<file path="config.mk">
export PLATFORM = sky130hd
export DESIGN_NAME = skid_steer_throttle_decay
export DESIGN_NICKNAME = d
export VERILOG_FILES = /design/src/sv/sstd_pkg.sv /design/src/sv/sstd_core.sv /design/src/sv/sstd_out_buf.sv /design/src/sv/skid_steer_throttle_decay.sv
export SDC_FILE = /design/constraint.sdc
export NUM_CORES = 1
export LEC_CHECK = 0
export ABC_AREA = 1
export CORE_ASPECT_RATIO = 1.75
export CORE_MARGIN = 3
export CORE_UTILIZATION = 60
export CTS_BUF_LIST = sky130_fd_sc_hd__clkbuf_16
export DETAILED_ROUTE_END_ITERATION = 10
export DONT_BUFFER_PORTS = 1
export GPL_TIMING_DRIVEN = 0
export PLACE_DENSITY_LB_ADDON = 0.12
export RECOVER_POWER = 100
export SYNTH_ARGS = -nofsm -noshare
export SYNTH_HDL_FRONTEND = slang
export SYNTH_SLANG_ARGS = --single-unit
export TNS_END_PERCENT = 5
</file>
<file path="constraint.sdc">
create_clock -name clk_i -period 10.4 [get_ports clk_i]
set_input_delay 1.04 -clock clk_i [delete_from_list [all_inputs] [get_ports clk_i]]
set_output_delay 1.04 -clock clk_i [all_outputs]
set_load 0.02 [all_outputs]
</file>
<file path="src/sv/sstd_pkg.sv">
// shared types and constants for the skid-steer throttle mixer
`default_nettype none

package sstd_pkg;

  // vector and speed limits
  localparam int VecMax = 255;
  localparam int VecMin = -255;

  // item kind
  typedef enum logic [0:0] {
    ACT_UPDATE = 1'b0,
    ACT_TICK   = 1'b1
  } action_e;

  // input item
  typedef struct packed {
    action_e            action;
    logic signed [7:0]  delta_x;
    logic signed [7:0]  delta_y;
    logic               tick_x;
    logic               tick_y;
    logic        [7:0]  step_x;
    logic        [7:0]  step_y;
  } in_t;

  // result item
  typedef struct packed {
    logic signed [8:0]  speed;
    logic        [7:0]  duty;
    logic               bridge_a;
    logic               bridge_b;
  } out_t;

endpackage

`default_nettype wire

</file>
<file path="src/sv/sstd_core.sv">
// vector update, decay and mixing logic with the held state
`default_nettype none

module sstd_core (
  input  wire logic          clk_i,
  input  wire logic          rst_ni,
  input  wire logic          accept_i,
  input  wire sstd_pkg::in_t item_i,
  input  wire logic          left_side_i,
  output sstd_pkg::out_t     result_o
);

  logic signed [8:0] turn_q, turn_d;
  logic signed [8:0] fwd_q, fwd_d;
  logic signed [8:0] speed_q, speed_d;
  logic              br_a_q, br_a_d;
  logic              br_b_q, br_b_d;
  logic              mix_en;
  logic signed [9:0] mix_sum;
  logic        [8:0] speed_neg;

  // clamp a 10-bit value to the vector range
  function automatic logic signed [8:0] sat10(input logic signed [9:0] v);
    logic signed [8:0] r;
    if (v > 10'(sstd_pkg::VecMax)) begin
      r = 9'(sstd_pkg::VecMax);
    end else if (v < 10'(sstd_pkg::VecMin)) begin
      r = 9'(sstd_pkg::VecMin);
    end else begin
      r = v[8:0];
    end
    return r;
  endfunction

  // move toward zero by step, snap to zero inside the step
  function automatic logic signed [8:0] decay(input logic signed [8:0] v,
                                              input logic        [7:0] step);
    logic signed [9:0] vv;
    logic signed [9:0] s;
    logic signed [9:0] t;
    logic signed [8:0] r;
    vv = 10'(v);
    s  = $signed({2'b00, step});
    if (vv > s) begin
      t = vv - s;
      r = t[8:0];
    end else if (vv < -s) begin
      t = vv + s;
      r = t[8:0];
    end else begin
      r = '0;
    end
    return r;
  endfunction

  // next vectors
  always_comb begin
    turn_d = turn_q;
    fwd_d  = fwd_q;
    mix_en = 1'b0;
    if (accept_i) begin
      if (item_i.action == sstd_pkg::ACT_UPDATE) begin
        turn_d = sat10(10'(turn_q) + 10'(item_i.delta_x));
        fwd_d  = sat10(10'(fwd_q) + 10'(item_i.delta_y));
        mix_en = 1'b1;
      end else if (item_i.tick_x || item_i.tick_y) begin
        if (item_i.tick_x) begin
          turn_d = decay(turn_q, item_i.step_x);
        end
        if (item_i.tick_y) begin
          fwd_d = decay(fwd_q, item_i.step_y);
        end
        mix_en = 1'b1;
      end
    end
  end

  // mix, clamp and pick bridge pins
  always_comb begin
    mix_sum = left_side_i ? (10'(fwd_d) + 10'(turn_d)) : (10'(fwd_d) - 10'(turn_d));
    speed_d = speed_q;
    br_a_d  = br_a_q;
    br_b_d  = br_b_q;
    if (mix_en) begin
      speed_d = sat10(mix_sum);
      br_a_d  = (speed_d <= 9'sd0);
      br_b_d  = (speed_d >= 9'sd0);
    end
  end

  // result from the new state
  always_comb begin
    speed_neg         = 9'(-speed_d);
    result_o.speed    = speed_d;
    result_o.duty     = speed_d[8] ? speed_neg[7:0] : speed_d[7:0];
    result_o.bridge_a = br_a_d;
    result_o.bridge_b = br_b_d;
  end

  // state registers
  always_ff @(posedge clk_i or negedge rst_ni) begin
    if (!rst_ni) begin
      turn_q  <= '0;
      fwd_q   <= '0;
      speed_q <= '0;
      br_a_q  <= 1'b0;
      br_b_q  <= 1'b0;
    end else begin
      turn_q  <= turn_d;
      fwd_q   <= fwd_d;
      speed_q <= speed_d;
      br_a_q  <= br_a_d;
      br_b_q  <= br_b_d;
    end
  end

endmodule

`default_nettype wire

</file>
<file path="src/sv/sstd_out_buf.sv">
// result register with a skid stage behind it
`default_nettype none

module sstd_out_buf (
  input  wire logic           clk_i,
  input  wire logic           rst_ni,
  input  wire logic           push_i,
  input  wire sstd_pkg::out_t data_i,
  output logic                full_o,
  output logic                valid_o,
  input  wire logic           stall_i,
  output sstd_pkg::out_t      data_o
);

  logic           main_vld_q, main_vld_d;
  logic           skid_vld_q, skid_vld_d;
  sstd_pkg::out_t main_q, main_d;
  sstd_pkg::out_t skid_q, skid_d;
  logic           pop;

  // fill and drain of the two stages
  always_comb begin
    pop        = main_vld_q && !stall_i;
    main_vld_d = main_vld_q;
    skid_vld_d = skid_vld_q;
    main_d     = main_q;
    skid_d     = skid_q;
    if (pop) begin
      if (skid_vld_q) begin
        main_d     = skid_q;
        skid_vld_d = 1'b0;
      end else begin
        main_vld_d = push_i;
        main_d     = data_i;
      end
    end else if (push_i) begin
      if (main_vld_q) begin
        skid_d     = data_i;
        skid_vld_d = 1'b1;
      end else begin
        main_d     = data_i;
        main_vld_d = 1'b1;
      end
    end
  end

  // control flags
  always_ff @(posedge clk_i or negedge rst_ni) begin
    if (!rst_ni) begin
      main_vld_q <= 1'b0;
      skid_vld_q <= 1'b0;
    end else begin
      main_vld_q <= main_vld_d;
      skid_vld_q <= skid_vld_d;
    end
  end

  // payload
  always_ff @(posedge clk_i) begin
    main_q <= main_d;
    skid_q <= skid_d;
  end

  assign full_o  = skid_vld_q;
  assign valid_o = main_vld_q;
  assign data_o  = main_q;

endmodule

`default_nettype wire

</file>
<file path="src/sv/skid_steer_throttle_decay.sv">
// top level of the skid-steer throttle mixer with decay
//
//   channel   direction  handshake             payload
//   in        input      in_valid_i/in_stall_o in_data_i  (sstd_pkg::in_t)
//   out       output     out_valid_o/out_stall_i out_data_o (sstd_pkg::out_t)
//   cfg       input      cfg_we_i              cfg_wdata_i (left_side)
//
// one item per cycle unless stalled; its result is registered at the transfer
// state update, mix and clamp are done in the cycle of the input transfer
// a two-entry output stage lets input continue while one result waits
// input stalls only when both output entries are full
// reset clears the vectors, the last speed, the bridge pins and left_side
`default_nettype none

module skid_steer_throttle_decay (
  input  wire logic           clk_i,
  input  wire logic           rst_ni,
  input  wire logic           in_valid_i,
  output logic                in_stall_o,
  input  wire sstd_pkg::in_t  in_data_i,
  output logic                out_valid_o,
  input  wire logic           out_stall_i,
  output sstd_pkg::out_t      out_data_o,
  input  wire logic           cfg_we_i,
  input  wire logic           cfg_wdata_i
);

  logic           left_side_q;
  logic           in_accept;
  logic           buf_full;
  sstd_pkg::out_t result;

  // configuration register
  always_ff @(posedge clk_i or negedge rst_ni) begin
    if (!rst_ni) begin
      left_side_q <= 1'b0;
    end else if (cfg_we_i) begin
      left_side_q <= cfg_wdata_i;
    end
  end

  // input transfer
  assign in_stall_o = buf_full;
  assign in_accept  = in_valid_i && !buf_full;

  sstd_core u_core (
    .clk_i       (clk_i),
    .rst_ni      (rst_ni),
    .accept_i    (in_accept),
    .item_i      (in_data_i),
    .left_side_i (left_side_q),
    .result_o    (result)
  );

  sstd_out_buf u_out_buf (
    .clk_i   (clk_i),
    .rst_ni  (rst_ni),
    .push_i  (in_accept),
    .data_i  (result),
    .full_o  (buf_full),
    .valid_o (out_valid_o),
    .stall_i (out_stall_i),
    .data_o  (out_data_o)
  );

endmodule

`default_nettype wire

</file>
==> results_dict.tcl, run 1 <==
set metrics [dict create \
    cts_resized 0 \
    tns_ns 0 \
    via_count 6364 \
    drt_pre_antenna_iters 7 \
    ant_nets 0 \
    initial_core_util_pct 61.70 \
    yosysTopAreaCell "edfxtp_1" \
    synthFlopType "edfxtp_1" \
    skew_ns 0.004089 \
    grt_setup_unrepaired "false" \
    endpoint "u_out_buf.data_o[6]" \
    clk_pin_slew_ns 0.05 \
    place.gp.congestion 0.9176 \
    fin_nets 1139 \
    ys_top_cells_by_count "215 x nand2_1, 165 x inv_1, 83 x nor2_1" \
    regArea_sq_um 1882 \
    areaGrowthSynthToFinish_pct 5.555 \
    grt_max_degree 33 \
    grt_usage_pct 27.83 \
    viasPerCell 5.539 \
    clock_sinks 68 \
    path_max_fanout 10 \
    worst_pin_slew_ns 1.067 \
    r2r_cells 32 \
    status "finished, final reports clean" \
    die_h_um 150.8 \
    netlist_area_sq_um 7186 \
    cts_buffers 9 \
    setup_viol 0 \
    yosysMostFrequentCell "nand2_1" \
    rows 52 \
    crit_top_cell "nand2_1" \
    antenna_found_initial 0 \
    setup.worst_path.start_class "primary input" \
    antennaDiodeCount 0 \
    min_period_ns 7.287 \
    cts_tree "built" \
    syn_inst 997 \
    hold_violations 0 \
    io_pins 62 \
    drc 0 \
    cts.path.max_buffers 2 \
    grt_pass1_wl_um 28750 \
    cp.required_ns 10.49 \
    cts_root_buffer "clkbuf_16" \
    cap_violations 0 \
    dp_hpwl_um 14300 \
    io_buffers 0 \
    synth_area_leaders "edfxtp_1 15%, ha_1 14%, nand2_1 11%, dfrtp_1 11%, inv_1 8.6%" \
    fill_cells 1088 \
    maxSlewViolCount 0 \
    multi_input_area_sq_um 4472 \
    netlist.area_leader.share_pct 15.04 \
    synth-edff-count 36 \
    htree_num_levels 3 \
    crit_type "primary input to flip-flop" \
    wl_per_cell_um 15.44 \
    grt_pass1_vias 6331 \
    holdBufCountCts 0 \
    hold-worst-slack_ns 0.4006 \
    syn_avg_cell_area_sq_um 7.207 \
    dieArea_sq_um 13380 \
    yosys_warnings 0 \
    die_w_um 88.73 \
    clock_latency_ns 0.33 \
    critPathSlowestCell "o41ai_1" \
    synthArstFlopShare_pct 47.06 \
    synth.distinct_cells 52 \
    max_freq_mhz 137.2 \
    worstPathArrival_ns 7.38 \
    drive_gt1_share_pct 6.114 \
    overflow 0 \
    r2r_setup_slack_ns 3.58 \
    drt_iter0_drc 290 \
    synth_seq_area_share_pct 26.19 \
    coreArea_sq_um 11650 \
    reg2reg_to "u_out_buf.data_o[6]" \
    cpPeakStageDelay_ns 0.59 \
    hp-class "primary input to asynchronous set/reset pin" \
    synth-seq-cells 68 \
    timing.critical_path.from "in_data_i[10]" \
    post_cts_buffers 0 \
    finalWirelength_um 17740 \
    relSlewSlack_pct 28.90 \
    finalCritPeriodShare_pct 70.07 \
    regToRegStartpoint "u_core.fwd_q[0]" \
    syn-num-nets 1126 \
    end_kind "flip-flop" \
]
cells by family (layout without fill, tap and decap cells):
family,count (synthesis),after routing,synth area share [%]
multiplexers,1,1,0.1393
XOR/XNOR,48,48,5.851
AO/OA/AOI/OAI,167,167,14.07
buffers and inverters,189,206,10.36
adder cells (fa/ha/maj),88,88,16.05
flip-flops,68,68,26.19
AND/OR/NAND/NOR,436,436,27.34
placed cells by master, fill, tap and decap left out, types with 3 or more instances in the layout:
| master | instances |
|---|---|
| clkbuf_1 | 12 |
| o211ai_1 | 6 |
| xor2_1 | 40 |
| o21ai_0 | 47 |
| nor3_1 | 16 |
| ha_1 | 81 |
| nand2_2 | 10 |
| o21ai_1 | 3 |
| or2_2 | 8 |
| o31ai_1 | 6 |
| nor2_1 | 82 |
| dfrtp_1 | 32 |
| inv_1 | 167 |
| nand2_1 | 229 |
| o21bai_1 | 8 |
| fa_1 | 7 |
| nand4_1 | 17 |
| xnor2_1 | 8 |
| a21oi_2 | 3 |
| a21o_1 | 3 |
| nand3b_1 | 5 |
| nand3_2 | 10 |
| a21oi_1 | 71 |
| nor2_2 | 3 |
| buf_6 | 3 |
| nand3_1 | 54 |
| edfxtp_1 | 36 |
| clkbuf_16 | 9 |
critical path: cells and delay by family:
family	cells	cell delay (ns)
simple gates	23	2.37
compound gates	6	1.78
fa+ha+maj	4	1.26
xor+xnor	3	0.53
buf+inv	4	0.39
per-layer routing:
layer	track usage, %	part of all wire (%)
met1	27.63	37
met2	53.94	55
met3	3.756	2.9
met4	13.69	4.7
met5	0	0
sequential cells by signal (all words and copies together), names as in the netlist:
signal,flops
u_core.br_a_q,1
u_out_buf.valid_o,1
u_core.br_b_q,1
u_core.turn_q,9
u_out_buf.full_o,1
u_core.speed_q,9
left_side_q,1
u_out_buf.skid_q,18
u_out_buf.data_o,18
u_core.fwd_q,9
worst min path at each step:
stage / slack, ns / endpoint
global route: 0.39 / u_core.br_b_q
floorplan: 0.46 / u_core.br_b_q
global placement: 0.48 / u_core.br_b_q
CTS: 0.39 / u_core.br_a_q
finish: 0.40 / u_core.br_a_q
detailed placement: 0.51 / u_core.br_b_q
metrics by stage:
stage	instances	setup WS, ns	cell area [sq um]	util [%]
after floorplan	997	4.018	7186	-
after global placement	1132	2.987	7355	63.15
after detailed placement	1134	2.887	7391	63.46
after CTS	1149	3.219	7705	66.16
after global routing	1149	2.412	7585	65.13
final	1149	3.113	7585	65.13
layout make-up:
class,count,area share (%)
multi-input cells,740,58.96
inverters,170,8.413
clock inverters,6,1.171
clock buffers,9,2.969
well taps,135,2.227
plain buffers,19,1.353
repair buffers,2,0.09898
flip-flops and latches,68,24.81
Power of run 1 is not shown: default switching activity piles up to over one toggle a cycle in this logic, so the estimate is an artifact.
==> run 2: changes to the inputs <==
- clock period: 10.4 -> 6.9 ns (I/O delays scaled with it)
==> run 2 against run 1 <==
Count of clock-buffer cells in the layout is the same. First-iteration DRC count increased by 13%. Sequential share of layout area down 0.32 points. Worst setup slack got worse by 2.6 ns. Wire length barely moved. Non-clock buffer count up 1. Clock skew increased by 0.0014 ns. Cell area up 1.3%. Core utilization up 0.84 points. Register-to-register slack lost 3.1 ns. Hold slack worse by 0.35 ns.
==> results_dict.tcl, run 2 (synthesis results as in run 1) <==
set metrics [dict create \
    overflow 0 \
    hold_violations 0 \
    coreArea_sq_um 11650 \
    holdBufCountCts 0 \
    place.gp.congestion 0.9176 \
    crit_top_cell "nand2_1" \
    final_common_cell "nand2_1" \
    end_kind "flip-flop" \
    path_max_fanout 10 \
    cts_buffers 9 \
    setup_ws_ns 0.4639 \
    r2r_setup_slack_ns 0.46 \
    timing.critical_path.from "in_data_i[1]" \
    drc 0 \
    setup.worst_path.start_class "primary input" \
    fin_nets 1140 \
    cap_violations 0 \
    finalCritPeriodShare_pct 93.28 \
    io_buffers 0 \
    drt_pre_antenna_iters 7 \
    regToRegStartpoint "u_core.fwd_q[0]" \
    dieArea_sq_um 13380 \
    setup_viol 0 \
    pre_cts_slack_ns -0.2631 \
    cp.required_ns 6.99 \
    final_util_pct 65.96 \
    worst_pin_slew_ns 1.056 \
    relSlewSlack_pct 29.63 \
    critical_path_buf_inv_count 3 \
    wl_per_cell_um 15.43 \
    status "finished, final reports clean" \
    rows 52 \
    wl_met1_um 6645 \
    critical_path.top_delay_family "compound AO/OA/AOI/OAI gates" \
    die_w_um 88.73 \
    fill_cells 1066 \
    top_layer_used "met4" \
    dr_wl_met2_um 9861 \
    cts_root_buffer "clkbuf_16" \
    cts.path.max_buffers 2 \
    antenna_found_initial 0 \
    grt_setup_unrepaired "false" \
    finalWirelength_um 17750 \
    ant_nets 0 \
    clock_sinks 68 \
    die_h_um 150.8 \
    final_cell_mix "223 x nand2_1, 165 x inv_1, 82 x nor2_1, 81 x ha_1, 68 x a21oi_1" \
    worstPathArrival_ns 6.53 \
    tns_ns 0 \
    hp-class "primary input to asynchronous set/reset pin" \
    grt_pass1_wl_um 28750 \
    drive_gt1_share_pct 7.980 \
    crit_type "primary input to flip-flop" \
    areaGrowthSynthToFinish_pct 6.913 \
    maxSlewViolCount 0 \
    grt_pass1_vias 6331 \
    via_count 6365 \
    antennaDiodeCount 0 \
    wl_met3_um 460 \
    max_freq_mhz 155.4 \
    cpPeakStageDelay_ns 0.45 \
    min_period_ns 6.436 \
    dp_hpwl_um 14300 \
    htree_num_levels 3 \
    drt_iter0_drc 328 \
    io_pins 62 \
    viasPerCell 5.535 \
    cts_tree "built" \
    clk_pin_slew_ns 0.06 \
    grt_usage_pct 27.83 \
    grt_max_degree 33 \
    clock_latency_ns 0.33 \
    critPathSlowestCell "o31ai_1" \
    initial_core_util_pct 61.70 \
    skew_ns 0.005491 \
]
-- run 2: cell types whose count changed in the layout (fill, tap and decap cells not counted), moves of 2 or more --
cell,change
inv_1,-2
nand2_1,-6
o21ai_1,+2
nand2_4,+2
nor3_2,+2
a21oi_1,-3
nor3_1,-3
inv_2,+2
nand2_2,+4
a21oi_2,+2
o21ai_0,-3
-- run 2: path summary, 6_finish.rpt --
kind	endpoint	depth (start not counted)
worst max-delay path	u_out_buf.data_o[6]	35
worst min-delay path	u_core.br_a_q	0
worst max register to register	u_out_buf.data_o[6]	34
worst min register to register	u_core.br_b_q	2
max in group asynchronous	u_out_buf.full_o	0
min in group clk_i	left_side_q	1
-- run 2: area by class of cell --
type                    instances  area, sq um  area share, %
clock buffers                   9        225.2          2.932
multi-input cells             740         4566          59.43
clock inverters                 6        88.84          1.156
repair buffers                  3        11.26         0.1466
well taps                     135        168.9          2.199
inverters                     170        638.1          8.306
flip-flops and latches         68         1882          24.50
plain buffers                  19        102.6          1.335
-- run 2: what timing repair did --
item | 4_1_cts | 5_1_grt
hold endpoints to repair | 0 | 0
endpoints found under the setup margin | 0 | 20
gates resized for setup | 0 | 11
setup buffers | 0 | 1
-- run 2: worst register-to-register path: cells and delay by family (launching register included) --
| kind | cells | cell delay [ns] |
|---|---|---|
| xor gates and xnor gates | 3 | 0.69 |
| AOI/OAI and AO/OA | 13 | 2.33 |
| adders and majority gates | 5 | 1.58 |
| and+or+nand+nor | 10 | 0.98 |
| buffers and inverters | 3 | 0.18 |
| DFF | 1 | 0.44 |
-- run 2: through the flow --
| stage | area (sq um) | hold WS, ns | cells |
|---|---|---|---|
| floorplan | 7186 | 0.3944 | 997 |
| global placement | 7355 | 0.3958 | 1132 |
| detailed placement | 7391 | 0.3960 | 1134 |
| CTS | 7705 | 0.04149 | 1149 |
| global route | 7682 | 0.03679 | 1150 |
| finish | 7682 | 0.05189 | 1150 |
-- run 2: layer usage --
layer  track usage (%)  up-vias
met5                 0        -
met4             13.69        0
met3             3.756       48
met2             53.94      119
met1             27.63     2913
li1                  -     3285
Power of run 2 is left out for the same reason.
==> run 3: changes to the inputs <==
- CORE_UTILIZATION: 60 -> 36
==> run 3 against run 2 <==
Die area rose by 63%. Worst setup slack improved by 0.21 ns. Hold slack got worse by 0.0033 ns. Register-to-register slack improved by 0.23 ns. Via count fell by 1.4%. Wire length rose by 14%. Final cell count rose by 9.4%. Critical endpoint unchanged. Highest routed layer unchanged.
==> results_dict.tcl, run 3 (synthesis results as in run 1) <==
set metrics [dict create \
    die_h_um 192.9 \
    tns_ns 0 \
    final_cell_mix "212 x nand2_1, 165 x inv_1, 80 x nor2_1, 78 x ha_1, 64 x a21oi_1" \
    cpPeakStageDelay_ns 0.30 \
    drt_pre_antenna_iters 7 \
    die_w_um 112.8 \
    worstPathArrival_ns 6.32 \
    finalNonFillerCells 1258 \
    drc 0 \
    dp_hpwl_um 16650 \
    grt_pass1_vias 6534 \
    status "finished, final reports clean" \
    drt_iter0_drc 205 \
    areaGrowthSynthToFinish_pct 10.45 \
    place.gp.congestion 0.8888 \
    cts.path.max_buffers 2 \
    crit_type "primary input to flip-flop" \
    io_pins 62 \
    fill_cells 2078 \
    max_freq_mhz 160.5 \
    ant_nets 0 \
    cap_violations 0 \
    hp-class "primary input to asynchronous set/reset pin" \
    clk_pin_slew_ns 0.06 \
    final_common_cell "nand2_1" \
    finalCritPeriodShare_pct 90.29 \
    setup_viol 0 \
    wl_per_cell_um 16.15 \
    worst_pin_slew_ns 1.075 \
    grt_pass1_wl_um 33060 \
    holdBufCountCts 0 \
    cts_tree "built" \
    initial_core_util_pct 37.11 \
    skew_ns 0.006138 \
    io_buffers 0 \
    path_max_fanout 6 \
    cts_buffers 9 \
    crit_top_cell "nand2_1" \
    overflow 0 \
    cp.required_ns 6.99 \
    critPathSlowestCell "ha_4" \
    hold-worst-slack_ns 0.04860 \
    drive_gt1_share_pct 11.01 \
    clock_sinks 68 \
    grt_usage_pct 19.23 \
    fin_nets 1141 \
    via_count 6279 \
    setup.worst_path.start_class "primary input" \
    end_kind "flip-flop" \
    htree_num_levels 3 \
    rows 67 \
    hold_violations 0 \
    min_period_ns 6.230 \
    dieArea_sq_um 21760 \
    grt_max_degree 33 \
    relSlewSlack_pct 28.35 \
    finalWirelength_um 20320 \
    cts_root_buffer "clkbuf_16" \
    antennaDiodeCount 0 \
    viasPerCell 4.991 \
    antenna_found_initial 0 \
    clock_latency_ns 0.33 \
    maxSlewViolCount 0 \
    dp_cells 1240 \
    coreArea_sq_um 19360 \
]
## run 3: critical path, delay by kind of cell
kind                       cells  cell delay, ns
AOI/OAI and AO/OA              3            0.39
xor gates and xnor gates       2            0.29
and+or+nand+nor               35            3.12
adders and majority gates      5            1.13
buffers and inverters          9            0.70
## run 3: stage by stage
step                area (sq um)  util [%]  setup slack, ns
floorplan                   7186         -           0.8682
global placement            7487     38.66          -0.3614
detailed placement          7523     38.85          -0.3800
CTS                         7825     40.41          0.01909
global route                7936     40.98         -0.02971
finish                      7936     40.98           0.6698
## run 3: timing repair
item	CTS	global route
hold endpoints to repair	0	0
gates resized for setup	1	28
buffers inserted	0	2
endpoints found under the setup margin	1	16
pin swaps	0	2
## run 3: area by class of cell
cell class / count / area, sq um / share of cell area (%)
Buffer: 19 / 102.6 / 1.293
Clock buffer: 9 / 225.2 / 2.838
Clock inverter: 7 / 68.82 / 0.8671
Inverter: 170 / 638.1 / 8.040
Multi-Input combinational cell: 740 / 4695 / 59.15
Sequential cell: 68 / 1883 / 23.73
Tap cell: 241 / 301.5 / 3.799
Timing Repair Buffer: 4 / 22.52 / 0.2838
## run 3: per-layer routing
layer	wire [um]	part of all wire, %	vias up	global-route usage [%]
met2	11690	58	102	39.41
met3	557	2.7	40	2.353
met1	7332	36	2857	18.92
met4	739	3.6	0	7.682
li1	-	-	3280	-
met5	0	0	-	0
## run 3: path summary, 6_finish.rpt
kind | from | endpoint | slack (ns) | cells after the start
max | in_data_i[9] | u_out_buf.data_o[6] | 0.67 | 54
min | rst_ni | u_core.speed_q[2] | 0.05 | 0
max reg2reg | u_core.fwd_q[0] | u_out_buf.data_o[6] | 0.69 | 34
min reg2reg | u_core.br_b_q | u_core.br_b_q | 0.50 | 2
max in group asynchronous | rst_ni | u_core.turn_q[1] | 6.75 | 0
min in group clk_i | u_core.br_b_q | u_core.br_b_q | 0.50 | 2
Power of run 3 is left out for the same reason.
